--- src/rtl/tt_pkg.sv ---
// ----------------------------------------------------------------------------
// Task timer package
// Shared constants, codes and structs of the periodic/one-shot task timer.
// ----------------------------------------------------------------------------
package tt_pkg;

    localparam int PERIODIC_SLOTS = 16;
    localparam int ONESHOT_SLOTS  = 16;
    localparam int NUM_CELLS      = PERIODIC_SLOTS + ONESHOT_SLOTS;
    localparam int CNT_W          = $clog2(NUM_CELLS + 1);
    localparam int DIV_STEPS      = 32;
    localparam int DIV_CNT_W      = $clog2(DIV_STEPS);

    typedef enum logic [1:0] {
        OP_TICK    = 2'd0,
        OP_PERIOD  = 2'd1,
        OP_ONESHOT = 2'd2,
        OP_START   = 2'd3
    } op_t;

    typedef enum logic [1:0] {
        KIND_ACCEPT = 2'd0,
        KIND_REJECT = 2'd1,
        KIND_FIRE   = 2'd2,
        KIND_DONE   = 2'd3
    } kind_t;

    typedef enum logic [1:0] {
        ST_IDLE,
        ST_DIV,
        ST_DRAIN,
        ST_EMIT
    } state_t;

    // entry travelling down the fire chain
    typedef struct packed {
        logic       pend;
        logic [7:0] id;
        logic       oneshot;
    } fire_t;

    // per-table control into the cells
    typedef struct packed {
        logic        tick_en;
        logic        load_en;
        logic        shift_en;
        logic [7:0]  load_id;
        logic [31:0] load_ticks;
    } cell_ctrl_t;

endpackage

--- src/rtl/tt_cell.sv ---
// ----------------------------------------------------------------------------
// Task timer slot cell
// One task slot: counts ticks, takes a new task via the free-slot chain and
// passes fire entries to its neighbor toward the head of the chain.
// ----------------------------------------------------------------------------
module tt_cell (
    input  logic               clk,
    input  logic               rst_n,
    input  logic               is_oneshot,
    input  tt_pkg::cell_ctrl_t ctrl,
    input  logic               grant_in,
    output logic               grant_out,
    input  tt_pkg::fire_t      fire_in,
    output tt_pkg::fire_t      fire_out
);

    logic          used_reg, used_next;
    logic [7:0]    id_reg;
    logic [31:0]   ticks_reg;
    logic [31:0]   elapsed_reg, elapsed_next;
    tt_pkg::fire_t fire_reg, fire_next;
    logic [31:0]   inc;
    logic          due;
    logic          take;

    // lowest free slot wins: pass the grant on only past used slots
    assign grant_out = grant_in & used_reg;
    assign take      = ctrl.load_en & grant_in & ~used_reg;

    always_comb
    begin
        if (is_oneshot && elapsed_reg == 32'hFFFF_FFFF)
            inc = elapsed_reg;
        else
            inc = elapsed_reg + 32'd1;
        due = (inc >= ticks_reg);

        used_next    = used_reg;
        elapsed_next = elapsed_reg;
        fire_next    = fire_reg;
        if (take)
        begin
            used_next    = 1'b1;
            elapsed_next = '0;
        end
        if (ctrl.tick_en)
        begin
            fire_next.pend    = used_reg & due & (id_reg != 8'd0);
            fire_next.id      = id_reg;
            fire_next.oneshot = is_oneshot;
            if (used_reg)
            begin
                elapsed_next = due ? 32'd0 : inc;
                if (is_oneshot && due)
                    used_next = 1'b0;
            end
        end
        else if (ctrl.shift_en)
        begin
            fire_next = fire_in;
        end
    end

    always_ff @(posedge clk or negedge rst_n)
    begin
        if (!rst_n)
        begin
            used_reg <= 1'b0;
            fire_reg <= '0;
        end
        else
        begin
            used_reg <= used_next;
            fire_reg <= fire_next;
        end
    end

    always_ff @(posedge clk)
    begin
        elapsed_reg <= elapsed_next;
        if (take)
        begin
            id_reg    <= ctrl.load_id;
            ticks_reg <= ctrl.load_ticks;
        end
    end

    assign fire_out = fire_reg;

endmodule

--- config.mk ---
export PLATFORM = sky130hd
export DESIGN_NAME = tt_cell
export DESIGN_NICKNAME = d
export VERILOG_FILES = /design/src/rtl/tt_pkg.sv /design/src/rtl/tt_cell.sv
export SDC_FILE = /design/constraint.sdc
export NUM_CORES = 1
export LEC_CHECK = 0
export BUFFER_PORTS_ARGS = -buffer_cell sky130_fd_sc_hd__buf_2
export CORE_MARGIN = 8
export CORE_UTILIZATION = 43
export DETAILED_ROUTE_END_ITERATION = 6
export GPL_TIMING_DRIVEN = 0
export HOLD_SLACK_MARGIN = 0.1
export MAX_ROUTING_LAYER = met4
export SYNTH_ARGS = -nofsm -noshare
export SYNTH_HDL_FRONTEND = slang
export SYNTH_SLANG_ARGS = --single-unit
--- constraint.sdc ---
create_clock -name clk -period 4.6 [get_ports clk]
set_clock_uncertainty 0.05 [all_clocks]
set_input_delay 0.92 -clock clk [delete_from_list [all_inputs] [get_ports clk]]
set_output_delay 0.92 -clock clk [all_outputs]
set_load 0.005 [all_outputs]
==> flow_summary.yaml <==
drt:
  top_layer: "met4"
  viasPerCell: 5.45
  dr.first_iter.drc_count: 232
  wl_met1_mm: 4.69
  remaining_drc_errors: 0
  wl_mm: 10.7
  avgRoutedWirePerCell_um: 16.1
  met2_length_mm: 5.35
  ant_nets: 0
  vias: 3606
  met3_length_um: 466
  drtPass1Iterations: 4
grt:
  grt-ovfl-total: 0
  track_usage: 0.167
  antenna_found_initial: 0
  grt_pass1_vias: 3823
  grt_max_degree: 44
  grt_first_pass_wirelength_mm: 18.5
synthesis:
  yosys_warnings: 0
  netlist_area_um2: 4530
  syn_area_per_cell_um2: 10.2
  ys_seq_elements: 83
  syn_nets: 532
  synth_async_sr_flop_share: 0.133
  synth_area_leader_cell: "edfxtp_1"
  synthFlopType: "edfxtp_1"
  synth_edf_count: 40
  synth-seq-area-share: 0.468
  synthTopCellsByCount: "nand2_1 (41), edfxtp_1 (40), inv_1 (34)"
  synth.most_common_cell: "nand2_1"
  yosysUniqueCellTypes: 55
  synth_top_area_share: 0.265
  synth_cells: 442
  synth_top_cells_by_area: "edfxtp_1 (27%), dfxtp_1 (14%), ha_1 (9.1%), dfrtp_1 (6.1%), nand2_1 (3.4%)"
worst_setup_path:
  cp-start-kind: "flip-flop"
  crit_top_cell: "ha_1"
  criticalPathCategory: "flip-flop to flip-flop"
  path_cells: "ha_1 -> nand4_1 -> or4_1 -> nor3_4 -> nor3_1 -> xor2_1 -> ha_1 -> nand4_2 -> or3_1 -> or4_4 -> a31oi_4 -> nor2_4 -> buf_6 -> a31o_1"
  endpoint_kind: "flip-flop"
  critPathArrivalTime_ns: 4.51
  cp.required_ns: 4.82
  critical_path.max_stage_delay_ns: 0.56
  r2r_slack_ns: 0.31
  worstPathMaxFanout: 10
  slowest_stage: "or4_1"
sta:
  tightest_slew_ns: 0.918
  hold_violations: 0
  post-route-min-period_ns: 4.29
  fin_crit_sh: 0.932
  rsz0062_at_grt: "no"
  setup_viol: 0
  slew_headroom: 0.387
  fin_hold_ws_ns: 0.343
  timing.final.max_slew_violations: 0
  fmax_mhz: 233
placement:
  place_area_um2: 5030
  place_congestion: 0.876
  port_buffers: 66
  dpl.hpwl_mm: 8.13
floorplan:
  coreArea_um2: 10300
  start_util: 0.440
  die-width_um: 119
  placementRows: 37
  die-area_um2: 14100
  ios: 68
  die_y_um: 119
worst_hold_path:
  hp-class: "input pin to async pin"
power_and_ir_drop:
  p_total_w: 0.00161
  ir_drop_uv: 205
  leakage_nw: 2.33
  power.density_nw_per_um2: 305
cts:
  cts_buffers: 9
  cts_sinks: 83
  ctsHoldBuffers: 0
  clk_path_buf_depth: 2
  h-tree-depth: 3
  clock_latency_ns: 0.38
  cts_tree: "yes"
  clkTransAtPathRegs_ns: 0.09
  cts_root_buf: "clkbuf_8"
finish:
  final_area_um2: 5260
  layout.nets: 611
  drive_gt1_frac: 0.196
  layout-area-overhead-vs-synth_pct: 16.3
  fillers: 983
  insertedDiodeCount: 0
status:
  status: "completed"
flow_run:
  max-cap-violations: 0
==> power breakdown <==
group	internal (W)	total (W)	switching [W]
Clock	0.000253	0.000534	0.000281
Combinational	0.0000953	0.000221	0.000126
Sequential	0.000816	0.000852	0.0000360
Total	0.00116	0.00161	0.000443
==> final cells by class <==
cell class	count	area, um^2	share of cell area
multi-input cells	310	2240	0.425
flip-flops and latches	83	2120	0.402
repair buffers	68	345	0.0656
well taps	136	170	0.0323
inverters	34	128	0.0243
clock buffers	9	124	0.0235
clock inverters	7	76.3	0.0145
plain buffers	15	63.8	0.0121
==> repair_timing <==
| item | 4_1_cts | 5_1_grt |
|---|---|---|
| gates resized for setup | 0 | 3 |
| setup endpoints to repair | 0 | 12 |
| buffers inserted | 0 | 2 |
==> stage by stage <==
stage	utilization	TNS, ns	std cells	worst slack [ns]
3_3_place_gp	0.489	-1.28	644	-0.120
4_1_cts	0.509	0	660	0.194
3_5_place_dp	0.489	-1.98	644	-0.162
5_1_grt	0.512	0	662	0.0421
6_report	0.512	0	662	0.312
2_1_floorplan	-	0	442	0.621
==> layer usage <==
metal / track usage / up-vias
met5: - / -
li1: - / 1795
met1: 0.190 / 1713
met2: 0.280 / 85
met4: 0.0617 / 0
met3: 0.0405 / 13
==> cells in the final DEF, fill, tap and decap left out, types with 9 or more instances in the layout <==
cell type   n
a21oi_1    13
a31o_1     16
and3_1     19
buf_2      66
clkbuf_1   14
clkbuf_8    9
dfrtp_1    11
dfxtp_1    32
edfxtp_1   40
ha_1       33
inv_1      33
mux2i_1    10
nand2_1    41
nand3_1    22
nand4_1    13
nor2_1     19
nor4_1      9
o21ai_0    15
xnor2_1    10
xor2_1     16
==> worst max-delay path: cells and delay by family (launching register included) <==
family,cells,cell delay [ns]
flops,1,0.47
fa+ha+maj,2,0.57
buf+inv,1,0.17
xor+xnor,1,0.17
simple gates,8,2.22
compound gates,2,0.51
==> cell families after synthesis <==
logic type / Yosys count / synth area share
AND/OR/NAND/NOR: 163 / 0.204
adder cells (fa/ha/maj): 33 / 0.0912
AO/OA/AOI/OAI: 78 / 0.122
buffers and inverters: 49 / 0.0423
XOR/XNOR: 26 / 0.0503
flip-flops: 83 / 0.468
multiplexers: 10 / 0.0221
==> path summary, 6_finish.rpt <==
kind,from,to,cells past startpoint
hold reg to reg,id_reg[7]$_DFFE_PP_,fire_out[8]$_DFFE_PN0P_,2
min in group clk,id_reg[7]$_DFFE_PP_,fire_out[8]$_DFFE_PN0P_,2
setup / recovery,elapsed_reg[0]$_DFF_P_,elapsed_reg[14]$_DFF_P_,14
setup reg to reg,elapsed_reg[0]$_DFF_P_,elapsed_reg[14]$_DFF_P_,14
hold / removal,rst_n,fire_out[4]$_DFFE_PN0P_,1
max in group asynchronous,rst_n,fire_out[7]$_DFFE_PN0P_,1
Note: power is estimated with default switching activity, not from simulation.
