File: src/rtl/tt_pkg.sv
// ----------------------------------------------------------------------------
// Task timer package
// Shared constants, codes and structs of the periodic/one-shot task timer.
// ----------------------------------------------------------------------------
package tt_pkg;

    localparam int PERIODIC_SLOTS = 16;
    localparam int ONESHOT_SLOTS  = 16;
    localparam int NUM_CELLS      = PERIODIC_SLOTS + ONESHOT_SLOTS;
    localparam int CNT_W          = $clog2(NUM_CELLS + 1);
    localparam int DIV_STEPS      = 32;
    localparam int DIV_CNT_W      = $clog2(DIV_STEPS);

    typedef enum logic [1:0] {
        OP_TICK    = 2'd0,
        OP_PERIOD  = 2'd1,
        OP_ONESHOT = 2'd2,
        OP_START   = 2'd3
    } op_t;

    typedef enum logic [1:0] {
        KIND_ACCEPT = 2'd0,
        KIND_REJECT = 2'd1,
        KIND_FIRE   = 2'd2,
        KIND_DONE   = 2'd3
    } kind_t;

    typedef enum logic [1:0] {
        ST_IDLE,
        ST_DIV,
        ST_DRAIN,
        ST_EMIT
    } state_t;

    // entry travelling down the fire chain
    typedef struct packed {
        logic       pend;
        logic [7:0] id;
        logic       oneshot;
    } fire_t;

    // per-table control into the cells
    typedef struct packed {
        logic        tick_en;
        logic        load_en;
        logic        shift_en;
        logic [7:0]  load_id;
        logic [31:0] load_ticks;
    } cell_ctrl_t;

endpackage

File: src/rtl/tt_divider.sv
// ----------------------------------------------------------------------------
// Task timer divider
// Restoring divider, one quotient bit per cycle, 32-bit by 10-bit.
// ----------------------------------------------------------------------------
module tt_divider (
    input  logic        clk,
    input  logic        rst_n,
    input  logic        start,
    input  logic [31:0] dividend,
    input  logic [9:0]  divisor,
    output logic        done,
    output logic [31:0] quotient
);

    logic                        busy_reg, busy_next;
    logic                        done_reg, done_next;
    logic [tt_pkg::DIV_CNT_W-1:0] cnt_reg, cnt_next;
    logic [31:0]                 q_reg, q_next;
    logic [9:0]                  rem_reg, rem_next;
    logic [9:0]                  div_reg, div_next;
    logic [10:0]                 shifted;
    logic [10:0]                 diff;
    logic                        ge;

    // one restoring step
    always_comb
    begin
        shifted   = {rem_reg, q_reg[31]};
        diff      = shifted - {1'b0, div_reg};
        ge        = (shifted >= {1'b0, div_reg});
        busy_next = busy_reg;
        done_next = 1'b0;
        cnt_next  = cnt_reg;
        q_next    = q_reg;
        rem_next  = rem_reg;
        div_next  = div_reg;
        if (start)
        begin
            busy_next = 1'b1;
            cnt_next  = '0;
            q_next    = dividend;
            rem_next  = '0;
            // zero divisor behaves as one
            div_next  = (divisor == 10'd0) ? 10'd1 : divisor;
        end
        else if (busy_reg)
        begin
            q_next   = {q_reg[30:0], ge};
            rem_next = ge ? diff[9:0] : shifted[9:0];
            cnt_next = cnt_reg + 1'b1;
            if (cnt_reg == tt_pkg::DIV_CNT_W'(tt_pkg::DIV_STEPS - 1))
            begin
                busy_next = 1'b0;
                done_next = 1'b1;
            end
        end
    end

    always_ff @(posedge clk or negedge rst_n)
    begin
        if (!rst_n)
        begin
            busy_reg <= 1'b0;
            done_reg <= 1'b0;
            cnt_reg  <= '0;
        end
        else
        begin
            busy_reg <= busy_next;
            done_reg <= done_next;
            cnt_reg  <= cnt_next;
        end
    end

    always_ff @(posedge clk)
    begin
        q_reg   <= q_next;
        rem_reg <= rem_next;
        div_reg <= div_next;
    end

    assign done     = done_reg;
    assign quotient = q_reg;

endmodule

File: config.mk
export PLATFORM = sky130hd
export DESIGN_NAME = tt_divider
export DESIGN_NICKNAME = d
export VERILOG_FILES = /design/src/rtl/tt_pkg.sv /design/src/rtl/tt_divider.sv
export SDC_FILE = /design/constraint.sdc
export NUM_CORES = 1
export LEC_CHECK = 0
export BUFFER_PORTS_ARGS = -buffer_cell sky130_fd_sc_hd__buf_2
export CORE_AREA = 2 2 85 87
export DETAILED_ROUTE_END_ITERATION = 12
export DIE_AREA = 0 0 87 89
export PLACE_DENSITY = 0.75
export SYNTH_ARGS = -nofsm -noshare
export SYNTH_HDL_FRONTEND = slang
export SYNTH_SLANG_ARGS = --single-unit
File: constraint.sdc
create_clock -name clk -period 1.85 [get_ports clk]
set_input_delay 0.2775 -clock clk [delete_from_list [all_inputs] [get_ports clk]]
set_output_delay 0.2775 -clock clk [all_outputs]
set_load 0.1 [all_outputs]
==> impl_metrics.tcl <==
set metrics [dict create \
    worst-setup-path-type "reg -> reg" \
    startpoint "quotient[31]" \
    holdPathStages 1 \
    routed_via_density 5.18 \
    reg2reg_depth 10 \
    crit_chain "inv_2 > ha_4 > inv_2 > fa_2 > a211oi_2 > nor2_1 > o221ai_2 > xnor2_1 > mux2i_1 > a211oi_1" \
    pre_cts_ws_ps -349 \
    synth-seq-cells 59 \
    setup_tns_ps -2200 \
    cp.required_ps 2100 \
    p_leak_nw 1.89 \
    critPathMostFrequentCell "inv_2" \
    drv_cap 0 \
    finalHoldViolCount 0 \
    syn-cell-area_sq_um 3010 \
    syn_avg_cell_area_sq_um 12.4 \
    async_reset_ff_share_pct 11.9 \
    grt-ovfl-total 0 \
    arrival_ps 2390 \
    largest_reg_flops 32 \
    grt_antenna_before_repair 0 \
    switching_share_pct 34.8 \
    p_seq_share_pct 39.3 \
    cts_root_buffer "clkbuf_8" \
    rsz0062_at_grt "true" \
    cts.htree.levels 3 \
    irDropWorstVdd_mv 0.563 \
    die_area_sq_um 7740 \
    die_width_um 87 \
    yosysUniqueCellTypes 44 \
    routedWlPerCell_um 15.4 \
    routed_wl_um 6870 \
    synth-seq-area-share_pct 54.3 \
    grtUsageTotal_pct 18.1 \
    fin_crit_ps 2140 \
    max_slew_margin_pct 49.8 \
    gp_routability_congestion 0.799 \
    grt_max_degree 33 \
    rrSetupSlack_ps -290 \
    areaGrowthSynthToFinish_pct 38.5 \
    drc_errors 0 \
    cts_buffers 9 \
    max_freq_mhz 466 \
    tightest_slew_ps 753 \
    critPathTopFamily "compound AO/OA/AOI/OAI gates" \
    syn-num-nets 301 \
    slowest_stage "edfxtp_1" \
    clkPwrFrac_pct 33.0 \
    cts_tree "yes" \
    r2r_end "rem_reg[8]" \
    grt_pass1_vias 2275 \
    internal_power_mw 2.63 \
    comb_power_share_pct 27.7 \
    clkTransAtPathRegs_ps 80 \
    worst-path-stages 10 \
    insertion_delay_ps 350 \
    n_antenna_cell 0 \
    crit_end "rem_reg[8]" \
    cellPowerDensity_nw_per_um2 968 \
    drt_iter0_drc 98 \
    vias 2304 \
    setup_slack_ps -295 \
    reg2reg_from "quotient[31]" \
    grt_first_pass_wirelength_um 10600 \
    core_area_sq_um 6720 \
    hold_class "in -> reg" \
    std_cell_rows 30 \
    status "finished with violations" \
    final_max_slew_viol_count 0 \
    drive_above_1_share_pct 54.0 \
    violations "setup timing" \
    nets 418 \
    cts_buffer_depth 2 \
    ys.flop_type "edfxtp_1" \
    finalSetupViolCount 10 \
    dp_hpwl_um 4490 \
    synth-warning-count 0 \
    cp.buffers_inverters 2 \
    dr.pass1.iters 4 \
    final_antenna_net_count 0 \
    finClkSkew_ps 13.7 \
    p_switching_mw 1.41 \
    num_io_pins 78 \
    critPathMaxFanout 2 \
    synth_edf_count 42 \
    endpoint_kind "flip-flop" \
    synthCells 243 \
    holdWs_ps 123 \
    cts_sinks 59 \
    critical-path-max-stage-delay_ps 440 \
    fin_crit_sh_pct 116 \
    power_mw 4.04 \
    critPathLaunchType "flip-flop" \
    port-buffer-count 77 \
    fp.dieH_um 89 \
    initial_core_util_pct 44.9 \
]
==> cell type report <==
type | count | area (sq um)
fillers | 509 | 2540
flip-flops and latches | 59 | 1640
clock buffers | 9 | 124
well taps | 80 | 100
inverters | 14 | 52.6
repair buffers | 124 | 771
clock inverters | 7 | 100
multi-input cells | 152 | 1390
==> what timing repair did <==
action | CTS | global route
pin swaps | 16 | 15
gates cloned | 1 | 0
setup buffers | 6 | 5
endpoints found under the hold margin | 7 | 0
resized for setup | 15 | 16
hold buffers | 1 | 0
endpoints found under the setup margin | 11 | 11
==> routing by layer <==
layer	vias up	global-route usage (%)	share of wire, %
met2	67	29.4	49
met5	-	0	0
met1	1101	22.6	44
li1	1122	-	-
met4	0	9.94	2.5
met3	14	3.79	4.3
==> power by group through the flow <==
stage	registers (mW)	logic [mW]	clock network, mW
final	1.59	1.12	1.33
after global routing	1.60	1.17	1.42
after CTS	1.58	1.08	1.35
after detailed placement	1.61	1.04	0
after global placement	1.61	1.02	0
after floorplan	2.14	0.270	0
==> placed cells by master, fill, tap and decap left out, types with 5 or more instances in the layout <==
| master | count |
|---|---|
| ha_4 | 5 |
| dfrtp_1 | 7 |
| inv_1 | 11 |
| buf_4 | 38 |
| mux2_2 | 31 |
| buf_6 | 8 |
| clkbuf_8 | 9 |
| ha_1 | 7 |
| nor2_1 | 22 |
| edfxtp_1 | 42 |
| dfxtp_1 | 10 |
| mux2i_1 | 12 |
| a211oi_1 | 6 |
| nand2_1 | 5 |
| xnor2_1 | 5 |
| buf_2 | 77 |
| a21oi_1 | 6 |
==> cells in the mapped netlist, drive strengths merged (2+ instances only) <==
master   n  area [sq um]
nand4    2          12.5
or2      2          12.5
xor2     4          35.0
nor4     2          12.5
a211oi   8          60.1
dfrtp    7           175
ha      12           150
nand3    3          15.0
nor3     3          15.0
nand2    6          22.5
clkbuf  14          52.6
buf      5          48.8
xnor2    5          43.8
nor2    22          82.6
o21ai    5          28.8
nor3b    2          15.0
nand2b   4          25.0
mux2    31           349
mux2i   12           120
inv     14          52.6
dfxtp   10           200
a21oi    8          40.0
edfxtp  42          1260
and3     2          12.5
a21o     4          31.3
==> worst min path at each step <==
stage	startpoint	end
finish	divisor[2]	div_reg[2]
global placement	rst_n	done
CTS	divisor[2]	div_reg[2]
global route	divisor[2]	div_reg[2]
detailed placement	rst_n	done
floorplan	rst_n	busy_reg
==> per-stage QoR <==
step	utilization (%)	instance area, sq um	cells
2_1_floorplan	-	3040	243
3_3_place_gp	54.9	3690	417
6_report	62.1	4180	445
4_1_cts	60.2	4040	441
3_5_place_dp	54.9	3690	417
5_1_grt	62.1	4180	445
==> kinds of logic (layout without fill, tap and decap cells) <==
family          Yosys count  count (layout)  share of synthesized area (%)
buf+inv                  33             154                           5.11
xor+xnor                  9               9                           2.62
compound gates           33              34                           7.97
simple gates             53              53                           8.80
mux                      43              43                           15.6
fa+ha+maj                13              13                           5.65
flops                    59              59                           54.3
Power figures use the tool's default switching activity.
